File: config.mk
export PLATFORM = sky130hd
export DESIGN_NAME = int8_dot_product_engine
export DESIGN_NICKNAME = d
export VERILOG_FILES = /design/src/rtl/i8dp_pkg.sv /design/src/rtl/i8dp_ram.sv /design/src/rtl/i8dp_mac.sv /design/src/rtl/int8_dot_product_engine.sv
export VERILOG_INCLUDE_DIRS = /design/src /design/src/rtl
export SDC_FILE = /design/constraint.sdc
export NUM_CORES = 1
export LEC_CHECK = 0
export ABC_AREA = 1
export BUFFER_PORTS_ARGS = -buffer_cell sky130_fd_sc_hd__buf_2
export CORE_MARGIN = 2
export CORE_UTILIZATION = 45
export DETAILED_ROUTE_END_ITERATION = 16
export PLACE_DENSITY = 0.67
export SETUP_SLACK_MARGIN = 0.5
export SKIP_CTS_REPAIR_TIMING = 1
export SYNTH_ARGS = -nofsm -noshare
export SYNTH_HDL_FRONTEND = slang
export SYNTH_SLANG_ARGS = --single-unit
File: constraint.sdc
create_clock -name i_clk -period 37.8 [get_ports i_clk]
set_clock_uncertainty 0.15 [all_clocks]
set_input_delay 5.67 -clock i_clk [delete_from_list [all_inputs] [get_ports i_clk]]
set_output_delay 5.67 -clock i_clk [all_outputs]
set_load 0.02 [all_outputs]
File: src/rtl/int8_dot_product_engine_assert.svh
// Assertion macros shared by the dot-product engine RTL.
`ifndef INT8_DOT_PRODUCT_ENGINE_ASSERT_SVH
`define INT8_DOT_PRODUCT_ENGINE_ASSERT_SVH

// Same-cycle implication, disabled while reset is held.
`define I8DP_ASSERT_IMPLY(label, clk, rst_n, ante, cons, msg) \
    label: assert property (@(posedge clk) disable iff (!(rst_n)) (ante) |-> (cons)) \
        else $error(msg);

// Next-cycle implication, disabled while reset is held.
`define I8DP_ASSERT_NEXT(label, clk, rst_n, ante, cons, msg) \
    label: assert property (@(posedge clk) disable iff (!(rst_n)) (ante) |=> (cons)) \
        else $error(msg);

`endif

File: src/rtl/i8dp_pkg.sv
// Constants, types and register map of the int8 dot-product engine.
package i8dp_pkg;

    localparam int LANES         = 16;
    localparam int ACT_BASE_WORD = 16;
    localparam int WGT_BASE_WORD = 32;

    localparam int BUF_WORDS = (LANES + 3) / 4;
    localparam int BUF_AW    = (BUF_WORDS > 1) ? $clog2(BUF_WORDS) : 1;
    // Signed accumulator: |sum| <= LANES * 128 * 128.
    localparam int ACC_W     = $clog2(LANES * 16384 + 1) + 1;

    localparam int ADDR_W = 6;
    localparam int DATA_W = 32;

    localparam logic [ADDR_W-1:0] ADDR_CONTROL = ADDR_W'(0);
    localparam logic [ADDR_W-1:0] ADDR_COMMAND = ADDR_W'(1);
    localparam logic [ADDR_W-1:0] ADDR_STATUS  = ADDR_W'(2);
    localparam logic [ADDR_W-1:0] ADDR_RESULT  = ADDR_W'(3);

    localparam logic OP_READ  = 1'b0;
    localparam logic OP_WRITE = 1'b1;

    localparam int CTRL_ENABLE_BIT = 0;
    localparam int CTRL_CLEAR_BIT  = 1;

    typedef struct packed {
        logic              clear;
        logic              en;
        logic [BUF_AW-1:0] word_idx;
    } t_mac_ctrl;

endpackage

File: src/rtl/i8dp_ram.sv
// Simple dual-port synchronous RAM with registered read.
module i8dp_ram #(
    parameter int DEPTH = 4,
    parameter int WIDTH = 32,
    localparam int AW = (DEPTH > 1) ? $clog2(DEPTH) : 1
) (
    input  logic                 i_clk,
    input  logic                 i_we,
    input  logic [AW-1:0]        i_waddr,
    input  logic [WIDTH-1:0]     i_wdata,
    input  logic                 i_re,
    input  logic [AW-1:0]        i_raddr,
    output logic [WIDTH-1:0]     o_rdata
);
    logic [WIDTH-1:0] r_mem [DEPTH];
    logic [WIDTH-1:0] r_rdata;

    always_ff @(posedge i_clk) begin
        if (i_we) begin
            r_mem[i_waddr] <= i_wdata;
        end
    end

    always_ff @(posedge i_clk) begin
        if (i_re) begin
            r_rdata <= r_mem[i_raddr];
        end
    end

    assign o_rdata = r_rdata;
endmodule

File: src/rtl/i8dp_mac.sv
// Four-lane signed int8 multiply-accumulate, one buffer word per cycle while enabled.
module i8dp_mac import i8dp_pkg::*; (
    input  logic                    i_clk,
    input  t_mac_ctrl               i_ctrl,
    input  logic [DATA_W-1:0]       i_act,
    input  logic [DATA_W-1:0]       i_wgt,
    output logic signed [ACC_W-1:0] o_acc
);
    logic signed [ACC_W-1:0] r_acc;
    logic signed [17:0]      word_sum;

    always_comb begin
        logic signed [7:0]  a;
        logic signed [7:0]  w;
        logic signed [15:0] p;
        word_sum = '0;
        for (int k = 0; k < 4; k++) begin
            a = i_act[k*8 +: 8];
            w = i_wgt[k*8 +: 8];
            p = a * w;
            // lanes past LANES in a partial last word drop out
            if ((int'(i_ctrl.word_idx) * 4 + k) < LANES) begin
                word_sum = word_sum + 18'(p);
            end
        end
    end

    always_ff @(posedge i_clk) begin
        if (i_ctrl.clear) begin
            r_acc <= '0;
        end else if (i_ctrl.en) begin
            r_acc <= r_acc + ACC_W'(word_sum);
        end
    end

    assign o_acc = r_acc;
endmodule

File: src/rtl/int8_dot_product_engine.sv
// Top level of the register-mapped int8 dot-product engine.
//
// Usage: each slave-side transaction is one word bus access; tuser[0] is the
// access kind (0 read, 1 write), tdata carries word_addr [5:0] and
// write_data [37:6]. Every access returns exactly one master-side
// transaction whose tdata is the read word (0 for writes and unmapped reads).
// Map: 0 control (bit 0 enable, writing bit 1 clears result-valid),
// 1 command (a write while enabled runs the dot product), 2 status (bit 0
// result-valid), 3 result, then activation and weight buffers at their bases.
// Buffers live in two one-port-read RAMs; the dot product sweeps both RAMs
// one word a cycle through a four-lane MAC.
// Path from accept to result valid: register accesses and writes pass
// through S_RESP, buffer reads through S_RDBUF and S_RESP, and commands
// through the S_MAC word sweep, S_MACEND, S_FIN and S_RESP. One access is
// in flight at a time; the next is accepted once the last has left S_RESP.
// Reset (i_rst_n low, synchronous) clears enable, result-valid, the result
// and the output valid; buffer contents are undefined until written.
// A stalled receiver holds the finished transaction in the output register;
// the next access is still accepted and waits for the output slot to free.
`include "int8_dot_product_engine_assert.svh"
module int8_dot_product_engine import i8dp_pkg::*; (
    input  logic        i_clk,
    input  logic        i_rst_n,
    input  logic        i_s_axis_tvalid,
    output logic        o_s_axis_tready,
    input  logic [39:0] i_s_axis_tdata,   // word_addr[5:0], write_data[37:6], zero pad
    input  logic [0:0]  i_s_axis_tuser,   // op[0]
    output logic        o_m_axis_tvalid,
    input  logic        i_m_axis_tready,
    output logic [31:0] o_m_axis_tdata    // read_data[31:0]
);
    typedef enum logic [2:0] {
        S_IDLE, S_RDBUF, S_MAC, S_MACEND, S_FIN, S_RESP
    } t_state;

    t_state            r_state;
    logic              r_enabled;
    logic              r_result_valid;
    logic [DATA_W-1:0] r_dot_result;
    logic [BUF_AW-1:0] r_cnt;
    logic              r_rd_vld;
    logic [BUF_AW-1:0] r_rd_idx;
    logic              r_sel_act;
    logic [DATA_W-1:0] r_resp_data;
    logic              r_out_valid;
    logic [DATA_W-1:0] r_out_data;

    // incoming transaction fields
    logic              in_op;
    logic [ADDR_W-1:0] in_addr;
    logic [DATA_W-1:0] in_wdata;
    logic              in_accept;

    assign in_op     = i_s_axis_tuser[0];
    assign in_addr   = i_s_axis_tdata[ADDR_W-1:0];
    assign in_wdata  = i_s_axis_tdata[ADDR_W +: DATA_W];
    assign o_s_axis_tready = (r_state == S_IDLE);
    assign in_accept = i_s_axis_tvalid && o_s_axis_tready;

    // buffer decode; activation buffer owns overlapping addresses
    logic [ADDR_W:0]   act_off;
    logic [ADDR_W:0]   wgt_off;
    logic              act_hit;
    logic              wgt_hit;

    assign act_off = {1'b0, in_addr} - (ADDR_W + 1)'(ACT_BASE_WORD);
    assign wgt_off = {1'b0, in_addr} - (ADDR_W + 1)'(WGT_BASE_WORD);
    assign act_hit = !act_off[ADDR_W] && (act_off < (ADDR_W + 1)'(BUF_WORDS));
    assign wgt_hit = !wgt_off[ADDR_W] && (wgt_off < (ADDR_W + 1)'(BUF_WORDS));

    logic              is_reg_addr;
    assign is_reg_addr = (in_addr == ADDR_CONTROL) || (in_addr == ADDR_COMMAND) ||
                         (in_addr == ADDR_STATUS)  || (in_addr == ADDR_RESULT);

    // RAM ports: writes only at accept; reads at accept or during the sweep.
    // One access at a time, so read and write never target an entry together.
    logic              act_we, wgt_we, act_re, wgt_re, buf_rd;
    logic [BUF_AW-1:0] act_raddr, wgt_raddr;
    logic [DATA_W-1:0] act_rdata, wgt_rdata;

    assign act_we = in_accept && (in_op == OP_WRITE) && !is_reg_addr && act_hit;
    assign wgt_we = in_accept && (in_op == OP_WRITE) && !is_reg_addr && !act_hit && wgt_hit;
    assign buf_rd = in_accept && (in_op == OP_READ) && !is_reg_addr;
    assign act_re = (buf_rd && act_hit) || (r_state == S_MAC);
    assign wgt_re = (buf_rd && !act_hit && wgt_hit) || (r_state == S_MAC);
    assign act_raddr = (r_state == S_MAC) ? r_cnt : act_off[BUF_AW-1:0];
    assign wgt_raddr = (r_state == S_MAC) ? r_cnt : wgt_off[BUF_AW-1:0];

    i8dp_ram #(.DEPTH(BUF_WORDS), .WIDTH(DATA_W)) u_act_ram (
        .i_clk   (i_clk),
        .i_we    (act_we),
        .i_waddr (act_off[BUF_AW-1:0]),
        .i_wdata (in_wdata),
        .i_re    (act_re),
        .i_raddr (act_raddr),
        .o_rdata (act_rdata)
    );

    i8dp_ram #(.DEPTH(BUF_WORDS), .WIDTH(DATA_W)) u_wgt_ram (
        .i_clk   (i_clk),
        .i_we    (wgt_we),
        .i_waddr (wgt_off[BUF_AW-1:0]),
        .i_wdata (in_wdata),
        .i_re    (wgt_re),
        .i_raddr (wgt_raddr),
        .o_rdata (wgt_rdata)
    );

    // MAC: cleared when a command starts, fed one RAM word pair per cycle during the sweep
    t_mac_ctrl               mac_ctrl;
    logic signed [ACC_W-1:0] mac_acc;
    logic                    cmd_start;

    assign cmd_start = in_accept && (in_op == OP_WRITE) &&
                       (in_addr == ADDR_COMMAND) && r_enabled;

    assign mac_ctrl.clear    = cmd_start;
    assign mac_ctrl.en       = r_rd_vld;
    assign mac_ctrl.word_idx = r_rd_idx;

    i8dp_mac u_mac (
        .i_clk  (i_clk),
        .i_ctrl (mac_ctrl),
        .i_act  (act_rdata),
        .i_wgt  (wgt_rdata),
        .o_acc  (mac_acc)
    );

    // immediate read data for register addresses
    logic [DATA_W-1:0] reg_rdata;
    always_comb begin
        reg_rdata = '0;
        if (in_op == OP_READ) begin
            case (in_addr)
                ADDR_CONTROL: reg_rdata = DATA_W'(r_enabled);
                ADDR_STATUS:  reg_rdata = DATA_W'(r_result_valid);
                ADDR_RESULT:  reg_rdata = r_dot_result;
                default:      reg_rdata = '0;
            endcase
        end
    end

    always_ff @(posedge i_clk) begin
        if (!i_rst_n) begin
            r_state        <= S_IDLE;
            r_enabled      <= 1'b0;
            r_result_valid <= 1'b0;
            r_dot_result   <= '0;
            r_cnt          <= '0;
            r_rd_vld       <= 1'b0;
            r_out_valid    <= 1'b0;
        end else begin
            r_rd_vld <= (r_state == S_MAC);
            r_rd_idx <= r_cnt;
            // S_RESP refills the output slot itself
            if (i_m_axis_tready && (r_state != S_RESP)) begin
                r_out_valid <= 1'b0;
            end
            case (r_state)
                S_IDLE: begin
                    if (in_accept) begin
                        r_resp_data <= reg_rdata;
                        r_sel_act   <= act_hit;
                        r_cnt       <= '0;
                        if (in_op == OP_WRITE && in_addr == ADDR_CONTROL) begin
                            r_enabled <= in_wdata[CTRL_ENABLE_BIT];
                            if (in_wdata[CTRL_CLEAR_BIT]) begin
                                r_result_valid <= 1'b0;
                            end
                        end
                        if (cmd_start) begin
                            r_state <= S_MAC;
                        end else if (buf_rd && (act_hit || wgt_hit)) begin
                            r_state <= S_RDBUF;
                        end else begin
                            r_state <= S_RESP;
                        end
                    end
                end
                S_RDBUF: begin
                    r_resp_data <= r_sel_act ? act_rdata : wgt_rdata;
                    r_state     <= S_RESP;
                end
                S_MAC: begin
                    r_cnt <= r_cnt + 1'b1;
                    if (r_cnt == BUF_AW'(BUF_WORDS - 1)) begin
                        r_state <= S_MACEND;
                    end
                end
                S_MACEND: begin
                    // last word pair accumulates at this edge
                    r_state <= S_FIN;
                end
                S_FIN: begin
                    r_dot_result   <= DATA_W'(mac_acc);
                    r_result_valid <= 1'b1;
                    r_resp_data    <= '0;
                    r_state        <= S_RESP;
                end
                S_RESP: begin
                    if (!r_out_valid || i_m_axis_tready) begin
                        r_out_valid <= 1'b1;
                        r_out_data  <= r_resp_data;
                        r_state     <= S_IDLE;
                    end
                end
                default: begin
                    r_state <= S_IDLE;
                end
            endcase
        end
    end

    assign o_m_axis_tvalid = r_out_valid;
    assign o_m_axis_tdata  = r_out_data;

    `I8DP_ASSERT_NEXT(a_cmd_starts_sweep, i_clk, i_rst_n, cmd_start, r_state == S_MAC,
        "enabled command did not start the sweep")
    `I8DP_ASSERT_NEXT(a_fin_sets_valid, i_clk, i_rst_n, r_state == S_FIN,
        r_result_valid && (r_state == S_RESP), "dot product finish did not set result-valid")
    `I8DP_ASSERT_NEXT(a_resp_delivers, i_clk, i_rst_n, (r_state == S_RESP) && i_m_axis_tready,
        o_m_axis_tvalid && (r_state == S_IDLE), "pending response not moved to output")
    `I8DP_ASSERT_IMPLY(a_mac_only_in_sweep, i_clk, i_rst_n, r_rd_vld,
        (r_state == S_MAC) || (r_state == S_MACEND), "MAC enabled outside the sweep")
endmodule

==> impl_metrics.py <==
metrics = {
    "logic_synthesis": {
        "synth.most_common_cell": "nand2_1",
        "synth_edf_count": 385,
        "synth_top_cell_area_share_pct": 39.4,
        "synth.largest_area_cell": "edfxtp_1",
        "yosysWarnings": 0,
        "async_flop_share_pct": 0,
        "synth.distinct_cells": 42,
        "synth_top_flop_cell": "edfxtp_1",
        "netlist_instances": 2861,
        "ys_seq_elements": 434,
        "synth_common_cells": "644 x nand2_1, 604 x inv_1, 385 x edfxtp_1",
        "synth.area.top_cells": "edfxtp_1 39%, fa_1 20%, nand2_1 8.2%",
        "yosysSeqAreaShare_pct": 42.7,
        "avgSynthCellArea_um2": 10.3,
        "synth.net_count": 3377,
        "synth_area_um2": 29400,
    },
    "sta": {
        "rsz0062_at_grt": "false",
        "slew_violations": 0,
        "max_slew.worst_pin.slew_ns": 1.03,
        "finalCritPeriodShare_pct": 45.0,
        "finalCriticalPeriod_ns": 17.00,
        "tns_ns": 0,
        "fmax_mhz": 58.8,
        "hold_viol": 0,
        "setup_slack_ns": 20.80,
        "setup_violations": 0,
        "relSlewSlack_pct": 30.6,
    },
    "grt": {
        "grt_pass1_wl_um": 103000,
        "grt_max_degree": 73,
        "grtUsageTotal_pct": 19.6,
        "grt_busiest_layer": "met2",
        "antenna_found_initial": 5,
        "grt_pass1_vias": 19600,
        "use_met3_pct": 3.19,
        "met2_usage_pct": 32.4,
        "grt.overflow.total": 0,
        "grt.met1_usage_pct": 26.1,
    },
    "final_layout": {
        "final_nets": 3391,
        "area_delta_synth_final_pct": 9.05,
        "drive_gt1_share_pct": 6.77,
        "fin_cells": 3767,
    },
    "drt": {
        "drc": 0,
        "routed_wirelength_um": 64400,
        "drtIter0Drc": 1172,
        "firstDrtPassIters": 5,
        "vias": 19200,
        "vias_per_cell": 5.09,
        "ant_nets": 0,
        "wire_per_inst_um": 17.1,
    },
    "cts": {
        "cts-root-buf": "clkbuf_16",
        "cts.clk_slew.worst_paths_ns": 0.06,
        "insertion_delay_ns": 0.58,
        "tritoncts": "built",
        "cts_buffers": 46,
        "cts_buffer_depth": 3,
        "cts_num_sinks": 434,
        "htree_num_levels": 2,
    },
    "run": {
        "cap_violations": 0,
    },
    "floorplanning": {
        "start_util_pct": 45.5,
        "rows": 93,
        "die_width_um": 259,
        "io_pins": 79,
        "die_h_um": 259,
        "core_region_area_um2": 64500,
        "die_area_um2": 67300,
    },
    "critical_path": {
        "cpMaxStageDelayCell": "fa_1",
        "endpoint_kind": "register",
        "arrival_ns": 17.37,
        "path_class": "register to register",
        "max_stage_delay_ns": 0.60,
        "required_ns": 38.17,
        "crit_top_cell": "fa_1",
        "startpoint_type": "register",
        "cp_max_fo": 9,
    },
    "place": {
        "hpwl_um": 47600,
        "dp.cells": 3682,
        "place_ws_ns": 20.79,
        "finalWeightedCongestion": 0.874,
        "io_buffer_count": 76,
    },
    "outcome": {
        "outcome": "complete, no violations",
    },
    "min_path": {
        "min_path_type": "register to register",
    },
}
-- sequential cells by signal, indices dropped and copies added, names as in the netlist --
signal	count
r_resp_data	32
r_dot_result	20
r_enabled	1
u_wgt_ram.r_mem	128
u_mac.o_acc	20
u_wgt_ram.o_rdata	32
r_state	3
r_cnt	2
r_rd_vld	1
o_m_axis_tdata	32
r_result_valid	1
r_sel_act	1
o_m_axis_tvalid	1
u_act_ram.r_mem	128
u_act_ram.o_rdata	32
-- kinds of logic after synthesis --
logic type | share of synthesized area [%]
buf+inv | 9.59
mux | 0.0383
simple gates | 10.4
xor+xnor | 2.12
flops | 42.7
fa+ha+maj | 27.6
compound gates | 7.53
-- worst max-delay path, delay by kind of cell, from the launching register on --
family          cells  cell delay (ns)
compound gates      6             1.35
xor+xnor            3             0.56
fa+ha+maj          23            10.10
buf+inv            16             1.21
flops               1             0.40
simple gates       30             3.15
-- routing by layer --
layer  part of all wire [%]  wire length (um)  vias up
met4                    3.6              2310        8
li1                       -                 -     9101
met3                    5.3              3430      103
met1                     44             28100     9493
met2                     47             30500      456
met5                  0.087                56        -
-- area by class of cell --
| type | count | area, um2 |
|---|---|---|
| diodes | 1 | 2.50 |
| repair buffers | 96 | 531 |
| well taps | 855 | 1070 |
| clock inverters | 19 | 201 |
| multi-input cells | 1682 | 14100 |
| fillers | 5787 | 32400 |
| clock buffers | 65 | 1260 |
| flip-flops and latches | 434 | 12500 |
| inverters | 615 | 2310 |
-- placed cells by master, fill, tap and decap left out, types with 6 or more instances in the layout --
cell,n
a21o_1,7
a21oi_1,158
a32oi_1,64
buf_2,76
buf_4,20
clkbuf_1,17
clkbuf_16,48
clkinv_1,8
clkinv_2,7
dfxtp_1,49
edfxtp_1,385
fa_1,295
ha_1,176
inv_1,603
inv_2,7
nand2_1,643
nand3_1,32
nor2_1,70
nor2_2,6
nor2_4,8
nor3_1,6
o211ai_1,34
o21ai_0,60
o21ai_1,8
o21bai_1,8
xnor2_1,35
xor2_1,36
-- through the flow --
stage | instance area (um2) | utilization [%] | hold slack, ns
finish | 32000 | 49.7 | 0.267
global route | 32000 | 49.7 | 0.268
CTS | 32000 | 49.7 | 0.260
detailed placement | 30600 | 47.4 | 0.255
global placement | 30600 | 47.4 | 0.252
floorplan | 29400 | - | 0.250
-- worst paths after layout --
kind,start,to,slack (ns),cells after the start
max reg2reg,u_wgt_ram.o_rdata[7],u_mac.o_acc[19],20.80,78
min,r_resp_data[30],o_m_axis_tdata[30],0.27,0
max,u_wgt_ram.o_rdata[7],u_mac.o_acc[19],20.80,78
min reg2reg,r_resp_data[30],o_m_axis_tdata[30],0.27,0
Power is left out: the tool's default activity adds up to more than one toggle a clock period on the data nets, which glitch-free logic cannot reach.
